**src/hw/rtl/cft_pkg.sv**
```systemverilog
// ----------------------------------------------------------------------------
// cft_pkg
// Shared sizes, command word and helpers for the cumulative frequency table.
// ----------------------------------------------------------------------------
package cft_pkg;

    localparam int MAX_SYMS    = 256;
    localparam int COUNT_W     = 32;
    localparam int SYM_IDX_W   = $clog2(MAX_SYMS);
    localparam int SYM_W       = SYM_IDX_W + 1;
    localparam int TOP_MAX     = SYM_IDX_W;
    localparam int LVL_W       = $clog2(TOP_MAX + 1);
    localparam int CNT_W       = $clog2(TOP_MAX + 2);
    localparam int STORE_DEPTH = 2 * MAX_SYMS;
    localparam int STORE_AW    = $clog2(STORE_DEPTH);
    localparam int QUEUE_DEPTH = 2;
    localparam int QPTR_W      = $clog2(QUEUE_DEPTH);
    localparam int QCNT_W      = $clog2(QUEUE_DEPTH + 1);
    localparam int DATA_W      = 32;
    localparam int ADDR_W      = 3;

    localparam logic [ADDR_W-3:0] REG_SYMS = '0;

    typedef enum logic [1:0] {
        OP_INC    = 2'd0,
        OP_CUM    = 2'd1,
        OP_SINGLE = 2'd2,
        OP_FIND   = 2'd3
    } op_t;

    typedef struct packed {
        op_t                 op;
        logic [SYM_W-1:0]    sym;
        logic [COUNT_W-1:0]  amount;
        logic [COUNT_W-1:0]  target;
        logic                sym_err;
        logic                at_total;
    } cmd_t;

    function automatic logic [SYM_W-1:0] clamp_syms(input logic [SYM_W-1:0] v);
        logic [SYM_W-1:0] r;
        r = v;
        if (v == '0)
            r = SYM_W'(1);
        else if (v > SYM_W'(MAX_SYMS))
            r = SYM_W'(MAX_SYMS);
        return r;
    endfunction

    function automatic logic [LVL_W-1:0] ceil_log2(input logic [SYM_W-1:0] n);
        logic [LVL_W-1:0] t;
        t = '0;
        for (int i = 0; i <= TOP_MAX; i++)
        begin
            if ((SYM_W'(1) << i) < n)
                t = LVL_W'(i + 1);
        end
        return t;
    endfunction

    // entry j of level lvl: 2^top - 2^(top-lvl) + j
    function automatic logic [STORE_AW-1:0] slot_addr(
        input logic [LVL_W-1:0]     top,
        input logic [LVL_W-1:0]     lvl,
        input logic [SYM_IDX_W-1:0] j
    );
        logic [STORE_AW-1:0] one;
        one = STORE_AW'(1);
        return (one << top) - (one << (top - lvl)) + STORE_AW'(j);
    endfunction

endpackage

```
**src/hw/rtl/cft_front.sv**
```systemverilog
// ----------------------------------------------------------------------------
// cft_front
// Accepts input words, range-checks the symbol and pushes a command word.
// ----------------------------------------------------------------------------
module cft_front import cft_pkg::*; (
    input  logic                clk,
    input  logic                rst_n,
    input  logic                in_valid,
    output logic                in_stall,
    input  logic [1:0]          op,
    input  logic [SYM_W-1:0]    symbol,
    input  logic signed [COUNT_W-1:0] amount,
    input  logic [COUNT_W-1:0]  target,
    input  logic [SYM_W-1:0]    syms_in_use,
    input  logic                q_full,
    input  logic                clr_busy,
    output logic                push,
    output cmd_t                push_cmd
);

    op_t  op_dec;

    assign in_stall = q_full || clr_busy;
    assign push     = in_valid && !in_stall;

    always_comb
    begin
        op_dec            = op_t'(op);
        push_cmd.op       = op_dec;
        push_cmd.sym      = symbol;
        push_cmd.amount   = $unsigned(amount);
        push_cmd.target   = target;
        push_cmd.at_total = (op_dec == OP_CUM) && (symbol == syms_in_use);
        case (op_dec)
            OP_INC, OP_SINGLE: push_cmd.sym_err = (symbol >= syms_in_use);
            OP_CUM:            push_cmd.sym_err = (symbol > syms_in_use);
            default:           push_cmd.sym_err = 1'b0;
        endcase
    end

endmodule

```
**config.mk**
```make
export PLATFORM = sky130hd
export DESIGN_NAME = cft_front
export DESIGN_NICKNAME = d
export VERILOG_FILES = /design/src/hw/rtl/cft_pkg.sv /design/src/hw/rtl/cft_front.sv
export SDC_FILE = /design/constraint.sdc
export NUM_CORES = 1
export LEC_CHECK = 0
export BUFFER_PORTS_ARGS = -buffer_cell sky130_fd_sc_hd__buf_2
export CORE_AREA = 2 2 65 67
export DETAILED_ROUTE_END_ITERATION = 12
export DIE_AREA = 0 0 67 69
export GPL_TIMING_DRIVEN = 0
export PLACE_DENSITY = 0.71
export SYNTH_ARGS = -nofsm -noshare
export SYNTH_HDL_FRONTEND = slang
export SYNTH_SLANG_ARGS = --single-unit
```
**constraint.sdc**
```tcl
create_clock -name vclk -period 1.7
set_input_delay 0.34 -clock vclk [all_inputs]
set_output_delay 0.34 -clock vclk [all_outputs]
set_load 0.05 [all_outputs]
```
==> tab_implementation.tex, run 1 <==
\begin{tabular}{lr}
\hline
Metric & Value \\
\hline
\multicolumn{2}{l}{\textbf{Outcome}} \\
Status & complete, but fails checks \\
Violations in the final reports & setup timing \\
\multicolumn{2}{l}{\textbf{Logic synthesis}} \\
Net count after synthesis & 210 \\
Cell variety after synth & 16 \\
Proportion of synthesized area in mux cells & 0\% \\
Seq/Total Area, Yosys & 0\% \\
Post-synthesis instance area & 824.5 um\^{}2 \\
Biggest area consumer among synthesized cells & buf\_4 \\
Library cell with the highest instance count after synthesis & buf\_4 \\
Synth Area in Simple Gates & 8.042\% \\
Arithmetic-cell share of the synthesized area counting full adders, half adders and majority gates & 13.66\% \\
Combinational family with the most area after synthesis & buffers and inverters \\
Yosys warnings & 0 \\
Mapped Cells & 112 \\
Commonest cells post-synth & 75 x buf\_4, 10 x inv\_1, 9 x ha\_1 \\
Xor-xnor portion of the synthesized cell area & 0\% \\
Top cells by area in the synthesized netlist & buf\_4 68\%, ha\_1 14\%, inv\_1 4.6\%, a21oi\_1 2.4\%, nand4\_2 1.5\% \\
Avg Inst Size Synth & 7.362 um\^{}2 \\
Complex-gate fraction of the synthesized area & 5.463\% \\
Synth top area share & 68.29\% \\
\multicolumn{2}{l}{\textbf{Timing}} \\
Min setup slack post-route & -0.05661 ns \\
Unrepaired setup endpoints after global routing & yes \\
Accumulated negative setup slack & -0.05661 ns \\
Number of setup violations in the final report & 1 \\
Max-slew violation total from the final report & 0 \\
Pin slew with the least headroom to its limit & 0.3023 ns \\
Max Clock Freq & 0.5693 GHz \\
Headroom to the max-slew limit & 79.76\% \\
Hold violation count in the final report & 0 \\
Period utilisation layout & 103.3\% \\
Final min period & 1.757 ns \\
\multicolumn{2}{l}{\textbf{Placement}} \\
Placement Setup Slack & -0.3552 ns \\
Number of I/O port buffers & 102 \\
Placed Area & 0.001414 mm\^{}2 \\
Post-detailed-placement half-perimeter wirelength & 2.018 mm \\
GPL Wtd Cong & 0.6567 \\
\multicolumn{2}{l}{\textbf{Routing}} \\
Post-route ant nets & 0 \\
Overall via count from detail\_route & 967 \\
DRC violations left & 0 \\
Routed wirelength normalized by instance count & 8.985 um \\
Detailed router's first-iteration violation count & 8 \\
Ratio of routed vias to standard cells & 3.663 \\
Pre-antenna DRT Iters & 2 \\
Detailed Route WL & 2.372 mm \\
\multicolumn{2}{l}{\textbf{Final layout}} \\
Number of nets in the finished design & 314 \\
Layout clock buffer count & 0 \\
Count of filler cells inserted in the layout & 421 \\
Final sequential cell count & 0 \\
Area Overhead vs Synth & 98.18\% \\
Post-route cell area & 0.001634 mm\^{}2 \\
Layout Utilization & 41.75\% \\
Area taken by flip-flops and latches & 0 um\^{}2 \\
Fraction of final layout cells sized beyond drive strength 1 & 95.33\% \\
Final antenna diode count & 0 \\
\multicolumn{2}{l}{\textbf{Floorplan}} \\
Die Outline Area & 0.004623 mm\^{}2 \\
\# rows & 23 \\
Core region area & 0.003914 mm\^{}2 \\
Overall die width & 67 um \\
Die span in y & 69 um \\
\# IOs & 168 \\
Starting utilization of the core area & 21.07\% \\
\multicolumn{2}{l}{\textbf{Worst setup path}} \\
Setup Crit Path Kind & primary input to output pin \\
Worst endpoint data arrival time & 1.42 ns \\
CP max-delay cell & ha\_4 \\
Delay of the slowest cell on the worst path & 0.20 ns \\
Crit path launch type & primary input \\
Crit path launch & syms\_in\_use[6] \\
Peak fanout along the critical path & 2 \\
End of the critical path & push\_cmd[1] \\
Cells along the critical path & buf\_6, inv\_2, ha\_4, and4\_4, nand4\_4, o211ai\_1, a21oi\_4, buf\_6 \\
Dominant cell type by count on the critical path & buf\_6 \\
Critical path data required time & 1.36 ns \\
Critical path capture point type & output pin \\
\multicolumn{2}{l}{\textbf{Global routing}} \\
Number of global-route vias before repair & 797 \\
Number of antenna violations at the first check in global routing & 0 \\
GRT Residual Overflow & 0 \\
Global router's overall resource usage & 8.140\% \\
Maximum number of pins on one net before global-route repair & 4 \\
Global-route wire length before repair & 3.180 mm \\
\multicolumn{2}{l}{\textbf{Hold path}} \\
Worst min path class & primary input to output pin \\
\multicolumn{2}{l}{\textbf{Pwr}} \\
P per Cell Area & 446.6 mW/mm\^{}2 \\
LEAKAGE & 0.9440 nW \\
Worst vdd rail ir drop & 263.6 uV \\
\multicolumn{2}{l}{\textbf{CTS}} \\
Buffers inserted during post-CTS setup optimization & 0 \\
\multicolumn{2}{l}{\textbf{Run}} \\
Max-cap violations & 0 \\
\hline
\end{tabular}
==> power by group <==
group | internal [mW] | total (mW) | switching (mW) | leakage, nW
logic | 0.260 | 0.730 | 0.469 | 0.944
registers | 0 | 0 | 0 | 0
clock network | 0 | 0 | 0 | 0
==> critical path, delay by kind of cell <==
family	cells	cell delay (ns)
and+or+nand+nor	2	0.27
adders and majority gates	1	0.20
buffers and inverters	3	0.32
AOI/OAI and AO/OA	2	0.28
==> worst min path at each step <==
stage / slack [ns] / depth (start not counted) / to / start
2_1_floorplan: 0.78 / 1 / push_cmd[0] / op[1]
3_3_place_gp: 0.98 / 2 / push_cmd[62] / amount[28]
3_5_place_dp: 0.98 / 2 / push_cmd[16] / target[14]
4_1_cts: 0.98 / 2 / push_cmd[3] / target[1]
5_1_grt: 0.98 / 2 / push_cmd[64] / amount[30]
6_report: 0.97 / 3 / push_cmd[0] / op[1]
==> cell families (layout without fill, tap and decap cells) <==
group / count (synthesis) / count (layout)
AOI/OAI and AO/OA: 8 / 8
adders and majority gates: 9 / 9
buffers and inverters: 85 / 187
and+or+nand+nor: 10 / 10
==> area by class of cell <==
class | count | area (um^2) | area share (%)
repair buffers | 102 | 585.6 | 35.83
plain buffers | 75 | 563.0 | 34.46
multi-input cells | 27 | 380.4 | 23.28
well taps | 50 | 62.56 | 3.828
inverters | 10 | 42.54 | 2.603
==> cell usage in the layout (no fill, tap or decap), types with 2 or more instances in the layout <==
cell and count:
buf_4 75, inv_1 2, and4_4 2, inv_2 6, a21oi_2 2, buf_6 12
nand2_1 2, inv_4 2, ha_4 9, buf_2 90, nor2_2 2
==> per-layer routing <==
metal	global-route usage [%]	wire length (um)	vias up
li1	-	-	482
met1	7.087	653	404
met2	19.36	1409	81
met3	0.1631	309	0
met4	0	0	0
met5	0	0	-
==> metrics by stage <==
step | cells | hold WS, ns | power (mW)
2_1_floorplan | 112 | 0.7761 | 0.5452
3_5_place_dp | 264 | 0.9823 | 0.6665
3_3_place_gp | 264 | 0.9819 | 0.6635
6_report | 264 | 0.9678 | 0.7298
4_1_cts | 264 | 0.9822 | 0.7300
5_1_grt | 264 | 0.9834 | 0.7691
==> timing repair <==
action	CTS	global route
resized for setup	41	1
pin swaps	11	0
gates cloned	0	0
setup endpoints to repair	2	2
endpoints found under the hold margin	0	0
hold buffers	0	0
No activity file was read; power rests on OpenSTA's default activity.
==> inputs of run 2 (changes only) <==
REMOVE_ABC_BUFFERS = 1   (was not set)
==> tab_implementation.tex, run 2 (synthesis gave the netlist of run 1 again) <==
\begin{tabular}{lr}
\hline
Metric & Value \\
\hline
\multicolumn{2}{l}{\textbf{Hold path}} \\
Worst min path class & primary input to output pin \\
Depth of the worst hold-timing path & 0 \\
Hold worst-path end & push\_cmd[55] \\
Worst Min Path Start & amount[21] \\
\multicolumn{2}{l}{\textbf{Timing}} \\
Max Clock Freq & 0.5676 GHz \\
Hold violation count in the final report & 0 \\
Unrepaired setup endpoints after global routing & yes \\
Worst hold-check slack & 0.6805 ns \\
Pin slew with the least headroom to its limit & 0.2532 ns \\
Final min period & 1.762 ns \\
Number of setup violations in the final report & 2 \\
Min setup slack post-route & -0.06193 ns \\
Headroom to the max-slew limit & 83.23\% \\
Period utilisation layout & 103.6\% \\
Max-slew violation total from the final report & 0 \\
\multicolumn{2}{l}{\textbf{Routing}} \\
Detailed router's first-iteration violation count & 11 \\
Ratio of routed vias to standard cells & 4.720 \\
DRC violations left & 0 \\
Pre-antenna DRT Iters & 4 \\
Post-route ant nets & 0 \\
Detailed Route WL & 5.992 mm \\
Overall via count from detail\_route & 590 \\
Routed wirelength normalized by instance count & 47.94 um \\
\multicolumn{2}{l}{\textbf{Pwr}} \\
Total chip power & 0.2288 mW \\
LEAKAGE & 0.3262 nW \\
Net switching component of the power & 0.1356 mW \\
Flop pwr share & 0\% \\
Int Pwr & 0.09327 mW \\
Part of the power in combinational logic & 100.0\% \\
Worst vdd rail ir drop & 81.78 uV \\
Share of total power consumed by net switching & 59.24\% \\
Proportion of power drawn by the clock network & 0\% \\
P per Cell Area & 320.3 mW/mm\^{}2 \\
\multicolumn{2}{l}{\textbf{Global routing}} \\
Global-route wire length before repair & 7.100 mm \\
Number of antenna violations at the first check in global routing & 0 \\
Number of global-route vias before repair & 530 \\
Maximum number of pins on one net before global-route repair & 4 \\
GRT Residual Overflow & 0 \\
Global router's overall resource usage & 24.81\% \\
\multicolumn{2}{l}{\textbf{Placement}} \\
Placed Area & 514.2 um\^{}2 \\
Number of I/O port buffers & 38 \\
GPL Wtd Cong & 1.027 \\
Post-detailed-placement half-perimeter wirelength & 5.719 mm \\
\multicolumn{2}{l}{\textbf{Final layout}} \\
Fraction of final layout cells sized beyond drive strength 1 & 81.33\% \\
Layout clock buffer count & 0 \\
Number of nets in the finished design & 175 \\
Count of filler cells inserted in the layout & 461 \\
Final antenna diode count & 0 \\
Final sequential cell count & 0 \\
Area taken by flip-flops and latches & 0 um\^{}2 \\
Post-route cell area & 714.4 um\^{}2 \\
Most common cell after layout, fill and taps aside & buf\_2 \\
Area Overhead vs Synth & -13.35\% \\
Highest-count cells in the layout ignoring fill and taps & 27 x buf\_2, 9 x ha\_4, 9 x buf\_6 \\
\multicolumn{2}{l}{\textbf{Floorplan}} \\
Die span in y & 69 um \\
Overall die width & 67 um \\
Die Outline Area & 0.004623 mm\^{}2 \\
\# rows & 23 \\
Starting utilization of the core area & 21.07\% \\
\# IOs & 168 \\
Core region area & 0.003914 mm\^{}2 \\
\multicolumn{2}{l}{\textbf{Worst setup path}} \\
Critical path capture point type & output pin \\
Largest delay share family, worst path & buffers and inverters \\
Cells along the critical path & buf\_4, ha\_4, and4\_4, o211ai\_1, a21oi\_1, buf\_4 \\
Delay of the slowest cell on the worst path & 0.26 ns \\
CP max-delay cell & ha\_4 \\
Setup Crit Path Kind & primary input to output pin \\
Crit path buffers/inverters & 2 \\
Critical path data required time & 1.36 ns \\
Worst endpoint data arrival time & 1.42 ns \\
Crit path launch type & primary input \\
Peak fanout along the critical path & 2 \\
Dominant cell type by count on the critical path & buf\_4 \\
Crit path launch & symbol[6] \\
\multicolumn{2}{l}{\textbf{CTS}} \\
Cts-stage hold buffer count & 0 \\
\multicolumn{2}{l}{\textbf{Outcome}} \\
Violations in the final reports & setup timing \\
Status & complete, but fails checks \\
\multicolumn{2}{l}{\textbf{Run}} \\
Max-cap violations & 0 \\
\hline
\end{tabular}
==> run 2: cell count changes in the layout (fill, tap and decap cells not counted), sizes merged <==
cell	previous run	this run
buf	177	38
==> run 2: worst max-delay path by stage <==
stage | depth (start not counted) | endpoint | slack, ns
2_1_floorplan | 6 | push_cmd[1] | -0.43
3_3_place_gp | 7 | push_cmd[1] | -0.26
3_5_place_dp | 7 | push_cmd[1] | -0.28
4_1_cts | 8 | push_cmd[1] | -0.06
5_1_grt | 8 | push_cmd[1] | -0.08
6_report | 6 | push_cmd[1] | -0.06
==> run 2: per-layer routing <==
metal | part of all wire (%) | vias to the layer above | track usage (%)
met5 | 0 | - | 3.750
met4 | 1.0 | 0 | 2.268
met3 | 34 | 8 | 39.64
met2 | 55 | 146 | 47.74
met1 | 9.9 | 233 | 6.791
li1 | - | 203 | -
==> run 2: through the flow <==
step / instances / setup slack, ns / util, % / TNS, ns
CTS: 125 / -0.06474 / 17.77 / -0.07000
global route: 125 / -0.08134 / 18.25 / -0.1216
floorplan: 37 / -0.4348 / - / -0.8456
global placement: 125 / -0.2638 / 13.14 / -0.4207
detailed placement: 125 / -0.2833 / 13.14 / -0.4448
finish: 125 / -0.06193 / 18.25 / -0.06333
==> run 2: power by group through the flow <==
stage	Clock, mW	Sequential (mW)	Combinational, mW
after floorplan	0	0	0.0621
final	0	0	0.229
after global routing	0	0	0.246
after detailed placement	0	0	0.172
after global placement	0	0	0.170
after CTS	0	0	0.223
==> run 2: area by class of cell <==
cell class | count | area (um^2) | share of cell area [%]
inverters | 10 | 40.04 | 5.604
multi-input cells | 27 | 360.3 | 50.44
well taps | 50 | 62.56 | 8.757
repair buffers | 38 | 251.5 | 35.20
==> run 2: timing repair <==
action | 4_1_cts | 5_1_grt
pin swaps | 9 | 1
endpoints found under the setup margin | 2 | 2
buffers inserted | 0 | 0
gates cloned | 0 | 0
resized for setup | 30 | 7
hold endpoints to repair | 0 | 0
