[config.mk]
export PLATFORM = sky130hd
export DESIGN_NAME = cft_queue
export DESIGN_NICKNAME = d
export VERILOG_FILES = /design/src/hw/rtl/cft_pkg.sv /design/src/hw/rtl/cft_queue.sv
export SDC_FILE = /design/constraint.sdc
export NUM_CORES = 1
export LEC_CHECK = 0
export ABC_AREA = 1
export BUFFER_PORTS_ARGS = -buffer_cell sky130_fd_sc_hd__buf_2
export CORE_ASPECT_RATIO = 1.5
export CORE_UTILIZATION = 35
export CTS_CLUSTER_DIAMETER = 50
export DETAILED_ROUTE_END_ITERATION = 10
export PLACE_DENSITY = 0.61
export REMOVE_ABC_BUFFERS = 1
export SLEW_MARGIN = 20
export SYNTH_ARGS = -nofsm -noshare
export SYNTH_HDL_FRONTEND = slang
export SYNTH_SLANG_ARGS = --single-unit
[constraint.sdc]
create_clock -name clk -period 5.7 [get_ports clk]
set_input_delay 0.855 -clock clk [delete_from_list [all_inputs] [get_ports clk]]
set_output_delay 0.855 -clock clk [all_outputs]
set_load 0.03 [all_outputs]
[src/hw/rtl/cft_pkg.sv]
// ----------------------------------------------------------------------------
// cft_pkg
// Shared sizes, command word and helpers for the cumulative frequency table.
// ----------------------------------------------------------------------------
package cft_pkg;

    localparam int MAX_SYMS    = 256;
    localparam int COUNT_W     = 32;
    localparam int SYM_IDX_W   = $clog2(MAX_SYMS);
    localparam int SYM_W       = SYM_IDX_W + 1;
    localparam int TOP_MAX     = SYM_IDX_W;
    localparam int LVL_W       = $clog2(TOP_MAX + 1);
    localparam int CNT_W       = $clog2(TOP_MAX + 2);
    localparam int STORE_DEPTH = 2 * MAX_SYMS;
    localparam int STORE_AW    = $clog2(STORE_DEPTH);
    localparam int QUEUE_DEPTH = 2;
    localparam int QPTR_W      = $clog2(QUEUE_DEPTH);
    localparam int QCNT_W      = $clog2(QUEUE_DEPTH + 1);
    localparam int DATA_W      = 32;
    localparam int ADDR_W      = 3;

    localparam logic [ADDR_W-3:0] REG_SYMS = '0;

    typedef enum logic [1:0] {
        OP_INC    = 2'd0,
        OP_CUM    = 2'd1,
        OP_SINGLE = 2'd2,
        OP_FIND   = 2'd3
    } op_t;

    typedef struct packed {
        op_t                 op;
        logic [SYM_W-1:0]    sym;
        logic [COUNT_W-1:0]  amount;
        logic [COUNT_W-1:0]  target;
        logic                sym_err;
        logic                at_total;
    } cmd_t;

    function automatic logic [SYM_W-1:0] clamp_syms(input logic [SYM_W-1:0] v);
        logic [SYM_W-1:0] r;
        r = v;
        if (v == '0)
            r = SYM_W'(1);
        else if (v > SYM_W'(MAX_SYMS))
            r = SYM_W'(MAX_SYMS);
        return r;
    endfunction

    function automatic logic [LVL_W-1:0] ceil_log2(input logic [SYM_W-1:0] n);
        logic [LVL_W-1:0] t;
        t = '0;
        for (int i = 0; i <= TOP_MAX; i++)
        begin
            if ((SYM_W'(1) << i) < n)
                t = LVL_W'(i + 1);
        end
        return t;
    endfunction

    // entry j of level lvl: 2^top - 2^(top-lvl) + j
    function automatic logic [STORE_AW-1:0] slot_addr(
        input logic [LVL_W-1:0]     top,
        input logic [LVL_W-1:0]     lvl,
        input logic [SYM_IDX_W-1:0] j
    );
        logic [STORE_AW-1:0] one;
        one = STORE_AW'(1);
        return (one << top) - (one << (top - lvl)) + STORE_AW'(j);
    endfunction

endpackage

[src/hw/rtl/cft_queue.sv]
// ----------------------------------------------------------------------------
// cft_queue
// Short command queue between front and back.
// ----------------------------------------------------------------------------
module cft_queue import cft_pkg::*; (
    input  logic clk,
    input  logic rst_n,
    input  logic push,
    input  cmd_t push_cmd,
    output logic full,
    output logic q_valid,
    input  logic pop,
    output cmd_t q_cmd
);

    cmd_t              entry_reg [QUEUE_DEPTH];
    logic [QPTR_W-1:0] wr_ptr_reg;
    logic [QPTR_W-1:0] wr_ptr_next;
    logic [QPTR_W-1:0] rd_ptr_reg;
    logic [QPTR_W-1:0] rd_ptr_next;
    logic [QCNT_W-1:0] cnt_reg;
    logic [QCNT_W-1:0] cnt_next;

    assign full    = (cnt_reg == QCNT_W'(QUEUE_DEPTH));
    assign q_valid = (cnt_reg != '0);
    assign q_cmd   = entry_reg[rd_ptr_reg];

    always_comb
    begin
        wr_ptr_next = wr_ptr_reg;
        rd_ptr_next = rd_ptr_reg;
        cnt_next    = cnt_reg;
        if (push)
            wr_ptr_next = (wr_ptr_reg == QPTR_W'(QUEUE_DEPTH - 1)) ? '0 : wr_ptr_reg + 1'b1;
        if (pop)
            rd_ptr_next = (rd_ptr_reg == QPTR_W'(QUEUE_DEPTH - 1)) ? '0 : rd_ptr_reg + 1'b1;
        if (push && !pop)
            cnt_next = cnt_reg + 1'b1;
        else if (pop && !push)
            cnt_next = cnt_reg - 1'b1;
    end

    always_ff @(posedge clk or negedge rst_n)
    begin
        if (!rst_n)
        begin
            wr_ptr_reg <= '0;
            rd_ptr_reg <= '0;
            cnt_reg    <= '0;
        end
        else
        begin
            wr_ptr_reg <= wr_ptr_next;
            rd_ptr_reg <= rd_ptr_next;
            cnt_reg    <= cnt_next;
        end
    end

    always_ff @(posedge clk)
    begin
        if (push)
            entry_reg[wr_ptr_reg] <= push_cmd;
    end

endmodule

==> results of run 1 <==
==> layout make-up <==
class                           count  area, um^2
Fill cell                        1439        8820
Sequential cell                   158        4730
Multi-Input combinational cell     91        1030
Timing Repair Buffer              162         838
Clock buffer                       17         425
Tap cell                          206         258
Clock inverter                     15         129
Inverter                            7        27.5
Antenna cell                        1        2.50
==> worst register-to-register path: stages (launching register included) <==
cell	delay [ps]
dfrtp_1	420
nand2_1	100
clkinv_2	510
buf_4	580
==> metrics by stage <==
stage | power [W] | setup WS [ps] | std cells | hold slack (ps)
2_1_floorplan | 0.00268 | 1060 | 256 | 442
3_3_place_gp | 0.00303 | 2960 | 623 | 453
3_5_place_dp | 0.00307 | 3070 | 624 | 462
4_1_cts | 0.00413 | 2650 | 656 | 226
5_1_grt | 0.00425 | 2590 | 656 | 224
6_report | 0.00406 | 2710 | 657 | 245
==> path summary, 6_finish.rpt <==
check	cells after the start	end	slack [ps]
setup / recovery	3	q_cmd[8]	2710
hold / removal	1	wr_ptr_reg$_DFFE_PN0P_	250
setup reg to reg	3	entry_reg[1][25]$_DFFE_PP_	3710
hold reg to reg	2	cnt_reg[1]$_DFFE_PN0P_	470
max in group asynchronous	1	rd_ptr_reg$_DFFE_PN0P_	5310
min in group clk	2	cnt_reg[1]$_DFFE_PN0P_	470
==> routing by layer <==
metal	wire [um]	vias to the layer above	global-route usage [%]
met4	193	2	5.92
met5	13	-	0
li1	-	1384	-
met3	485	13	3.59
met1	3710	1452	12.1
met2	6340	85	25.5
==> where the power goes <==
| part | switching [W] | total [W] | internal, W |
|---|---|---|---|
| sequential | 0.000113 | 0.00166 | 0.00155 |
| combinational | 0.000856 | 0.00135 | 0.000497 |
| clock | 0.000476 | 0.00105 | 0.000573 |
| total | 0.00145 | 0.00406 | 0.00262 |
==> layout by cell type, fill, tap and decap left out <==
cell type and instances:
xnor2_1 1, clkinv_2 3, nor2_1 1, nor2_4 1
mux2_4 20, inv_1 6, dfrtp_1 3, xor2_1 2
inv_8 3, edfxtp_1 154, buf_16 1, clkinv_4 3
nand2_1 6, buf_2 159, inv_6 5, ha_1 1
clkbuf_16 17, buf_4 2, clkinvlp_4 2, mux2_2 57
diode_2 1, nand4_1 1, dfrtp_4 1, nand3_1 1
==> cell families after synthesis <==
kind of cell / Yosys count
multiplexers: 77
adder cells (fa/ha/maj): 1
AND/OR/NAND/NOR: 10
XOR/XNOR: 3
buffers and inverters: 16
flip-flops: 158
==> results.md, run 1 <==
* Setup TNS at 0 ps
* Vias in the first global route at approximately 3.3k
* Final number of setup-violating endpoints at 0
* Sequential area share after synthesis at roughly 81%
* Tcrit/Tclk final at 52.4%
* Buffers on Ports at roughly 160
* # rows at 57
* Worst-margin pin slew at roughly 920 ps
* First-pass iteration count of the detailed router at 4
* Pwr dens at ~550 nW/um^2
* Cell taking the most area after synthesis: edfxtp_1
* Placed Area at 6880 um^2
* Fin area at between 7000 and 8000 um^2
* EDFF count, synth at ~150
* Worst Setup SP: rd_ptr_reg$_DFFE_PN0P_
* Post-Syn Area at between 5000 and 6000 um^2
* Max Cap Viol at 0
* Synth Area in XOR/XNOR at less than 1%
* Placer Congestion at ~0.69
* Ys async rst share at under 10%
* Flops & latches, synth at around 160
* Tmin final at roughly 3000 ps
* Overall Global Routing Usage at 13.1%
* Initial DRC count at around 100
* Syn. warnings at 0
* Routed len/inst at about 16 um
* Die Wd at approximately 110 um
* Initial core utilization at between 30% and 40%
* Root buf cell: clkbuf_16
* Die area at approximately 17,000 um^2
* Clk buf depth at 2
* Pin count of the biggest net entering global routing at between 60 and 70
* Slew headroom at 38.6%
* Mux contribution to synthesized area at ~16%
* Num CTS Buffers at 17
* I/O pins at 160
* Die height at ~160 um
* FMAX at roughly 0.33 GHz
* Core Util, Final at a little under half
* Initial antenna violation count at 2
* Top cells by count, synth: 154 x edfxtp_1, 57 x mux2_2, 20 x mux2_4, 7 x inv_1, 6 x nand2_1
* Reg2Reg Launch Point: wr_ptr_reg$_DFFE_PN0P_
* Startpoint types: register
* Critical path buffers and inverters at 2
* Crit path largest cell delay at between 800 and 900 ps
* Final HPWL DP at 7210 um
* CTS tree: yes
* Distinct cell type count after synthesis at 14
* Top cells by area, synth: edfxtp_1 79%, mux2_2 11%, mux2_4 5.1%
* Max Slew Vio Count at 0
* Layout cell share with drive strength beyond 1 at approximately three fifths
* Unrepaired setup endpoints after global routing: no
* Slowest CP cell: dfrtp_4
* Crit. End Element: output port
* Fin. Hold Viols at 0
* Syn Area/Cell at 22.0 um^2
* Syn Inst Count at about 270
* H-tree Lvls at 4
* First-pass GRT wire length at roughly 16,000 um
* Clock Skew at ~7 ps
* Static leakage at 2.88 nW
* Ys flop type: edfxtp_1
* DR vias/cell at 4.47
* Drt total wl at around 11,000 um
* Outcome: finished, final reports clean
* # hold bufs at CTS at 0
* Sink Count at ~160
* Simple-gate share of the synthesized area at less than 1%
* P&R area growth vs syn at 27.3%
* Critical Path AT at 2130 ps
* Post-synthesis compound-gate area fraction at 0%
* VDD IR max at just over 0.3 mV
* Yosys top cell area share at roughly 79%
* Most frequent cell after synthesis: edfxtp_1
* CP Cell Sequence: buf_16, mux2_2, buf_2
* DRC viols at 0
* Routed via count at approximately 3k
* ANT nets after route at 0
* Post-Synth Adder-Cell Area at 0.214%
* Top delay family on crit path: flip-flops
* Crit path kind: register to output port
* Global route overflow at 0
* Critical path required time at between 4000 and 5000 ps
* Max FFs per register at around 150
* Clk slew on worst S/H paths at 60 ps
* Nets@finish at approximately 520
* Critical Path Fanout Max at 47
* Min-Delay Path Class: input port to asynchronous set/reset pin
* Area of the core at 16,300 um^2
* Clk_lat worst skew at between 400 and 500 ps
* Largest family of logic cells by synthesized area: multiplexers
* Post-CTS Setup Bufs at 0
* Post-cts sizing count at 0
Note: power is estimated with default switching activity, not from simulation.
==> run 2: changes to the inputs <==
--- a/config.mk
+++ b/config.mk
@@ -5,7 +5,7 @@
 export SDC_FILE = /design/constraint.sdc
 export NUM_CORES = 1
 export LEC_CHECK = 0
-export ABC_AREA = 1
+export ABC_AREA = 0
 export BUFFER_PORTS_ARGS = -buffer_cell sky130_fd_sc_hd__buf_2
 export CORE_ASPECT_RATIO = 1.5
 export CORE_UTILIZATION = 35
==> constraint.sdc (replaced) <==
create_clock -name clk -period 2.8 [get_ports clk]
set_input_delay 0.42 -clock clk [delete_from_list [all_inputs] [get_ports clk]]
set_output_delay 0.42 -clock clk [all_outputs]
set_load 0.03 [all_outputs]
==> results.md, run 2 <==
* Min-Delay Path Class: input port to register
* Syn. warnings at 0
* CTS tree: yes
* Layout cell share with drive strength beyond 1 at about three fifths
* CP Cell Sequence: buf_12, mux2_2, buf_2
* First-pass iteration count of the detailed router at 4
* Setup TNS at 0 ps
* Die height at about 160 um
* Outcome: finished, final reports clean
* Clk_lat worst skew at roughly 410 ps
* Yosys top cell area share at approximately 79%
* Buffers on Ports at 159
* Root buf cell: clkbuf_16
* First-pass GRT wire length at around 16,000 um
* Net switching share of the total power at approximately 33%
* EDFF count, synth at 154
* Clock Skew at ~10 ps
* Tcrit/Tclk final at between 80% and 90%
* Max FFs per register at between 150 and 200
* P&R area growth vs syn at 29.8%
* Num CTS Buffers at 17
* Dpl cells at between 600 and 700
* DRC viols at 0
* Crit path largest cell delay at 790 ps
* M1 GR Usage at between 10% and 20%
* Vias in the first global route at about 3.1k
* Syn Inst Count at about 260
* Syn Area/Cell at around 23 um^2
* Clk buf depth at 2
* Worst reg-to-reg setup slack at about 1200 ps
* Max Cap Viol at 0
* Sw power at approximately 0.0029 W
* Worst-margin pin slew at roughly 570 ps
* Global route overflow at 0
* Final HPWL DP at 7460 um
* Place WS at a little under 700 ps
* Pin count of the biggest net entering global routing at 56
* Post-Syn Area at about 5800 um^2
* Flops & latches, synth at ~160
* I/O pins at 160
* Distinct cell type count after synthesis at 14
* Most frequent cell after synthesis: edfxtp_1
* Setup slack after layout at around 310 ps
* ANT nets after route at 0
* Die area at roughly 17,000 um^2
* Top cells by area, synth: edfxtp_1 79%, mux2_2 11%, mux2_4 5.2%
* Critical path buffers and inverters at 2
* Static leakage at 2.91 nW
* Slowest CP cell: dfrtp_4
* Initial core utilization at between 30% and 40%
* Part of the power in combinational logic at 32.2%
* Pint at between 0.005 and 0.006 W
* Crit. End Element: output port
* Routed len/inst at 16.9 um
* Ys async rst share at under 10%
* Area of the core at 16,300 um^2
* Overall Global Routing Usage at a little over an eighth
* DR vias/cell at 4.42
* Ys flop type: edfxtp_1
* Met3 Use GR at under 10%
* Drt total wl at ~11,000 um
* Top delay family on crit path: flip-flops
* Routed via count at a little under 3k
* # rows at 57
* Final number of setup-violating endpoints at 0
* Tmin final at 2490 ps
* Most frequent cells in the layout: 159 x buf_2, 154 x edfxtp_1, 57 x mux2_2
* Critical Path AT at 2070 ps
* Max Slew Vio Count at 0
* Core Util, Final at between 40% and 50%
* Slew headroom at 62.0%
* Sink Count at between 150 and 200
* Seq pwr share at between 30% and 40%
* Gr busiest metal: met2
* VDD IR max at 0.729 mV
* Top cells by count, synth: 154 x edfxtp_1, 57 x mux2_2, 20 x mux2_4, 5 x buf_2
* Cell taking the most area after synthesis: edfxtp_1
* FMAX at approximately 0.4 GHz
* Nets@finish at ~510
* Initial DRC count at between 80 and 90
* Critical path required time at about 2400 ps
* Non-Filler Instances at 652
* Pwr dens at around 1100 nW/um^2
* Unrepaired setup endpoints after global routing: no
* Most common cell after layout, fill and taps aside: buf_2
* Initial antenna violation count at 3
* Die Wd at between 100 and 150 um
* Clock power frac at 28.7%
* Sequential area share after synthesis at between 80 and 90%
* Startpoint types: register
* H-tree Lvls at 4
* Fin. Hold Viols at 0
* GR Util met2 at between 20% and 30%
* Critical Path Fanout Max at 37
* Power Total at around 0.0086 W
* Clk slew on worst S/H paths at 60 ps
* Placer Congestion at around 0.73
* Crit path kind: register to output port
run 2: changes by cell type after synthesis:
cell and delta:
and2_1 +1, inv_1 -6, nand2_1 -6, nand3_1 -1, nand4_1 -1, nor2_1 -1, nor2b_1 +2, or2_2 +1
xor2_1 +2
run 2: cell type report:
class                           instances  area (um^2)
Timing Repair Buffer                  166          888
Fill cell                            1420         8700
Antenna cell                            2         5.00
Sequential cell                       158         4730
Tap cell                              206          258
Clock inverter                         13          211
Multi-Input combinational cell         88         1040
Inverter                                1         3.75
Clock buffer                           18          429
run 2: metal layers:
metal,vias up,wire [um]
met2,77,6290
met4,2,188
li1,1375,-
met3,11,574
met1,1420,3980
met5,-,13
run 2: worst paths after layout:
check | endpoint | start | cells past startpoint
setup reg to reg | entry_reg[1][17]$_DFFE_PP_ | wr_ptr_reg$_DFFE_PN0P_ | 2
max in group asynchronous | rd_ptr_reg$_DFFE_PN0P_ | rst_n | 2
setup / recovery | q_cmd[21] | rd_ptr_reg$_DFFE_PN0P_ | 3
min in group asynchronous | cnt_reg[1]$_DFFE_PN0P_ | rst_n | 2
hold / removal | entry_reg[0][2]$_DFFE_PP_ | push_cmd[2] | 1
hold reg to reg | cnt_reg[1]$_DFFE_PN0P_ | cnt_reg[1]$_DFFE_PN0P_ | 1
run 2: kinds of logic after synthesis:
| family | after synthesis | share of synthesized area (%) |
|---|---|---|
| XOR/XNOR | 5 | 0.752 |
| adder cells (fa/ha/maj) | 1 | 0.215 |
| multiplexers | 77 | 16.2 |
| flip-flops | 158 | 81.1 |
| AND/OR/NAND/NOR | 5 | 0.494 |
| buffers and inverters | 10 | 1.27 |
run 2: through the flow:
stage / hold WS, ps / area (um^2)
final: 198 / 7560
after global routing: 174 / 7560
after CTS: 177 / 7560
after detailed placement: 235 / 6910
after global placement: 231 / 6910
after floorplan: 124 / 5760
run 2: worst register-to-register path: stages (launching register included):
cell,delay (ps)
dfrtp_1,420
and2_4,470
buf_4,360
run 2: what timing repair did:
item,4_1_cts,5_1_grt
endpoints found under the hold margin,4,0
setup endpoints to repair,0,0
buffers inserted,0,0
hold buffers,1,0
resized for setup,0,0
run 2: power groups by stage:
stage                     Combinational (W)  Sequential, W  Clock, W
after floorplan                     0.00199        0.00348         0
after global placement              0.00281        0.00341         0
after detailed placement            0.00283        0.00344         0
after CTS                           0.00284        0.00339   0.00255
after global routing                0.00293        0.00343   0.00266
final                               0.00278        0.00338   0.00248
==> run 3: changes to the inputs <==
--- a/config.mk
+++ b/config.mk
@@ -11,9 +11,11 @@
 export CORE_UTILIZATION = 35
 export CTS_CLUSTER_DIAMETER = 50
 export DETAILED_ROUTE_END_ITERATION = 10
+export HOLD_SLACK_MARGIN = 0.1
 export PLACE_DENSITY = 0.61
 export REMOVE_ABC_BUFFERS = 1
 export SLEW_MARGIN = 20
 export SYNTH_ARGS = -nofsm -noshare
 export SYNTH_HDL_FRONTEND = slang
 export SYNTH_SLANG_ARGS = --single-unit
+export TNS_END_PERCENT = 50
==> constraint.sdc (replaced) <==
create_clock -name clk -period 2.4 [get_ports clk]
set_input_delay 0.36 -clock clk [delete_from_list [all_inputs] [get_ports clk]]
set_output_delay 0.36 -clock clk [all_outputs]
set_load 0.03 [all_outputs]
==> results.md, run 3 (synthesis gave the netlist of run 2 again) <==
* Outcome: finished, final reports clean
* Sw power at around 0.0034 W
* Slowest CP cell: dfrtp_4
* Drt total wl at ~11,000 um
* Pin count of the biggest net entering global routing at a little over 40
* Static leakage at ~2.9 nW
* DR vias/cell at about 4.5
* Clk buf depth at 2
* Critical Path Fanout Max at 31
* Final HPWL DP at 7420 um
* Unrepaired setup endpoints after global routing: no
* Vias in the first global route at about 3.1k
* Dpl cells at 619
* First-pass GRT wire length at 16,200 um
* Clock Skew at between 7 and 8 ps
* Critical Path AT at between 1500 and 2000 ps
* R2R Path End: entry_reg[1][19]$_DFFE_PP_
* Non-Filler Instances at between 600 and 700
* VDD IR max at 0.662 mV
* Most common cell after layout, fill and taps aside: buf_2
* Initial antenna violation count at 4
* Min-Delay Path Class: input port to register
* Worst Setup SP: rd_ptr_reg$_DFFE_PN0P_
* Global route overflow at 0
* Reg2Reg Launch Point: wr_ptr_reg$_DFFE_PN0P_
* CP Cell Sequence: buf_12, mux2_2, buf_2
* Crit. End Element: output port
* Worst-margin pin slew at 484 ps
* Crit path largest cell delay at around 600 ps
* Die Wd at ~110 um
* ANT nets after route at 0
* Clock power frac at between 20% and 30%
* Pint at between 0.006 and 0.007 W
* Area of the core at about 16,000 um^2
* Nets@finish at about 520
* Routed len/inst at 16.6 um
* Num CTS Buffers at 17
* Part of the power in combinational logic at 34.1%
* Worst reg-to-reg setup slack at around 870 ps
* Initial DRC count at 93
* Hold path start: pop
* Routed via count at between 2k and 3k
* Seq pwr share at approximately two fifths
* Layout cell share with drive strength beyond 1 at 62.2%
* Critical path required time at just over 2000 ps
* Max Cap Viol at 0
* Tcrit/Tclk final at 92.3%
* Worst hold stages at 2
* Root buf cell: clkbuf_16
* H-tree Lvls at 4
* Max Slew Vio Count at 0
* Worst R2R Path Depth at 2
* First-pass iteration count of the detailed router at 4
* Clk_lat worst skew at 410 ps
* Pwr dens at 1310 nW/um^2
* CTS tree: yes
* Placer Congestion at around 0.75
* Slew headroom at ~68%
* Die height at around 160 um
* Net switching share of the total power at about a third
* Fin. Hold Viols at 0
* Tmin final at roughly 2200 ps
* DRC viols at 0
* Initial core utilization at between 30% and 40%
* Overall Global Routing Usage at 13.1%
* Max FFs per register at between 150 and 200
* FMAX at 0.451 GHz
* Setup TNS at 0 ps
* Core Util, Final at between 40 and 50%
* Hold EP: rd_ptr_reg$_DFFE_PN0P_
* Sink Count at 158
* # rows at 57
* Die area at between 15,000 and 20,000 um^2
* Startpoint types: register
* I/O pins at 160
* Crit path kind: register to output port
* Final number of setup-violating endpoints at 0
* Clk slew on worst S/H paths at 60 ps
* Most frequent cells in the layout: 159 x buf_2, 154 x edfxtp_1, 57 x mux2_2
* P&R area growth vs syn at 29.8%
* Buffers on Ports at 159
* Post-cts sizing count at 0
run 3: worst max path at each step:
stage	to	slack, ps	cells past startpoint
3_5_place_dp	q_cmd[12]	510	3
4_1_cts	q_cmd[14]	50	3
6_report	q_cmd[14]	180	3
2_1_floorplan	entry_reg[0][0]$_DFFE_PP_	-1940	1
5_1_grt	q_cmd[14]	120	3
3_3_place_gp	q_cmd[26]	530	3
run 3: area by class of cell:
| class | count | area, um^2 |
|---|---|---|
| Sequential cell | 158 | 4730 |
| Fill cell | 1436 | 8700 |
| Inverter | 1 | 3.75 |
| Clock inverter | 12 | 163 |
| Tap cell | 206 | 258 |
| Timing Repair Buffer | 168 | 936 |
| Antenna cell | 3 | 7.51 |
| Clock buffer | 18 | 429 |
| Multi-Input combinational cell | 88 | 1040 |
run 3: what timing repair did:
action,4_1_cts,5_1_grt
hold buffers,1,0
buffers inserted,0,1
setup endpoints to repair,0,1
hold endpoints to repair,4,0
run 3: stage by stage:
stage	area, um^2	hold slack [ps]	total power, W	worst slack (ps)
after floorplan	5760	64.4	0.00638	-1940
after global placement	6940	169	0.00731	534
after detailed placement	6940	173	0.00736	506
after CTS	7540	109	0.0101	50.6
after global routing	7560	111	0.0104	121
final	7560	130	0.00994	184
run 3: critical path, delay by kind of cell (launching register included):
| kind | cells | cell delay (ps) |
|---|---|---|
| multiplexers | 1 | 370 |
| buffers and inverters | 2 | 430 |
| flip-flops | 1 | 610 |
run 3: routing by layer:
layer	vias up	GRT usage, %	share of wire, %
met5	-	0	0.12
met1	1445	11.9	34
li1	1370	-	-
met2	86	24.8	59
met3	19	4.49	4.9
met4	2	6.85	2.2
run 3: power groups by stage:
stage	clock, W	sequential, W	combinational (W)
finish	0.00268	0.00387	0.00339
global route	0.00287	0.00392	0.00359
CTS	0.00276	0.00391	0.00339
detailed placement	0	0.00397	0.00339
global placement	0	0.00394	0.00337
floorplan	0	0.00406	0.00232
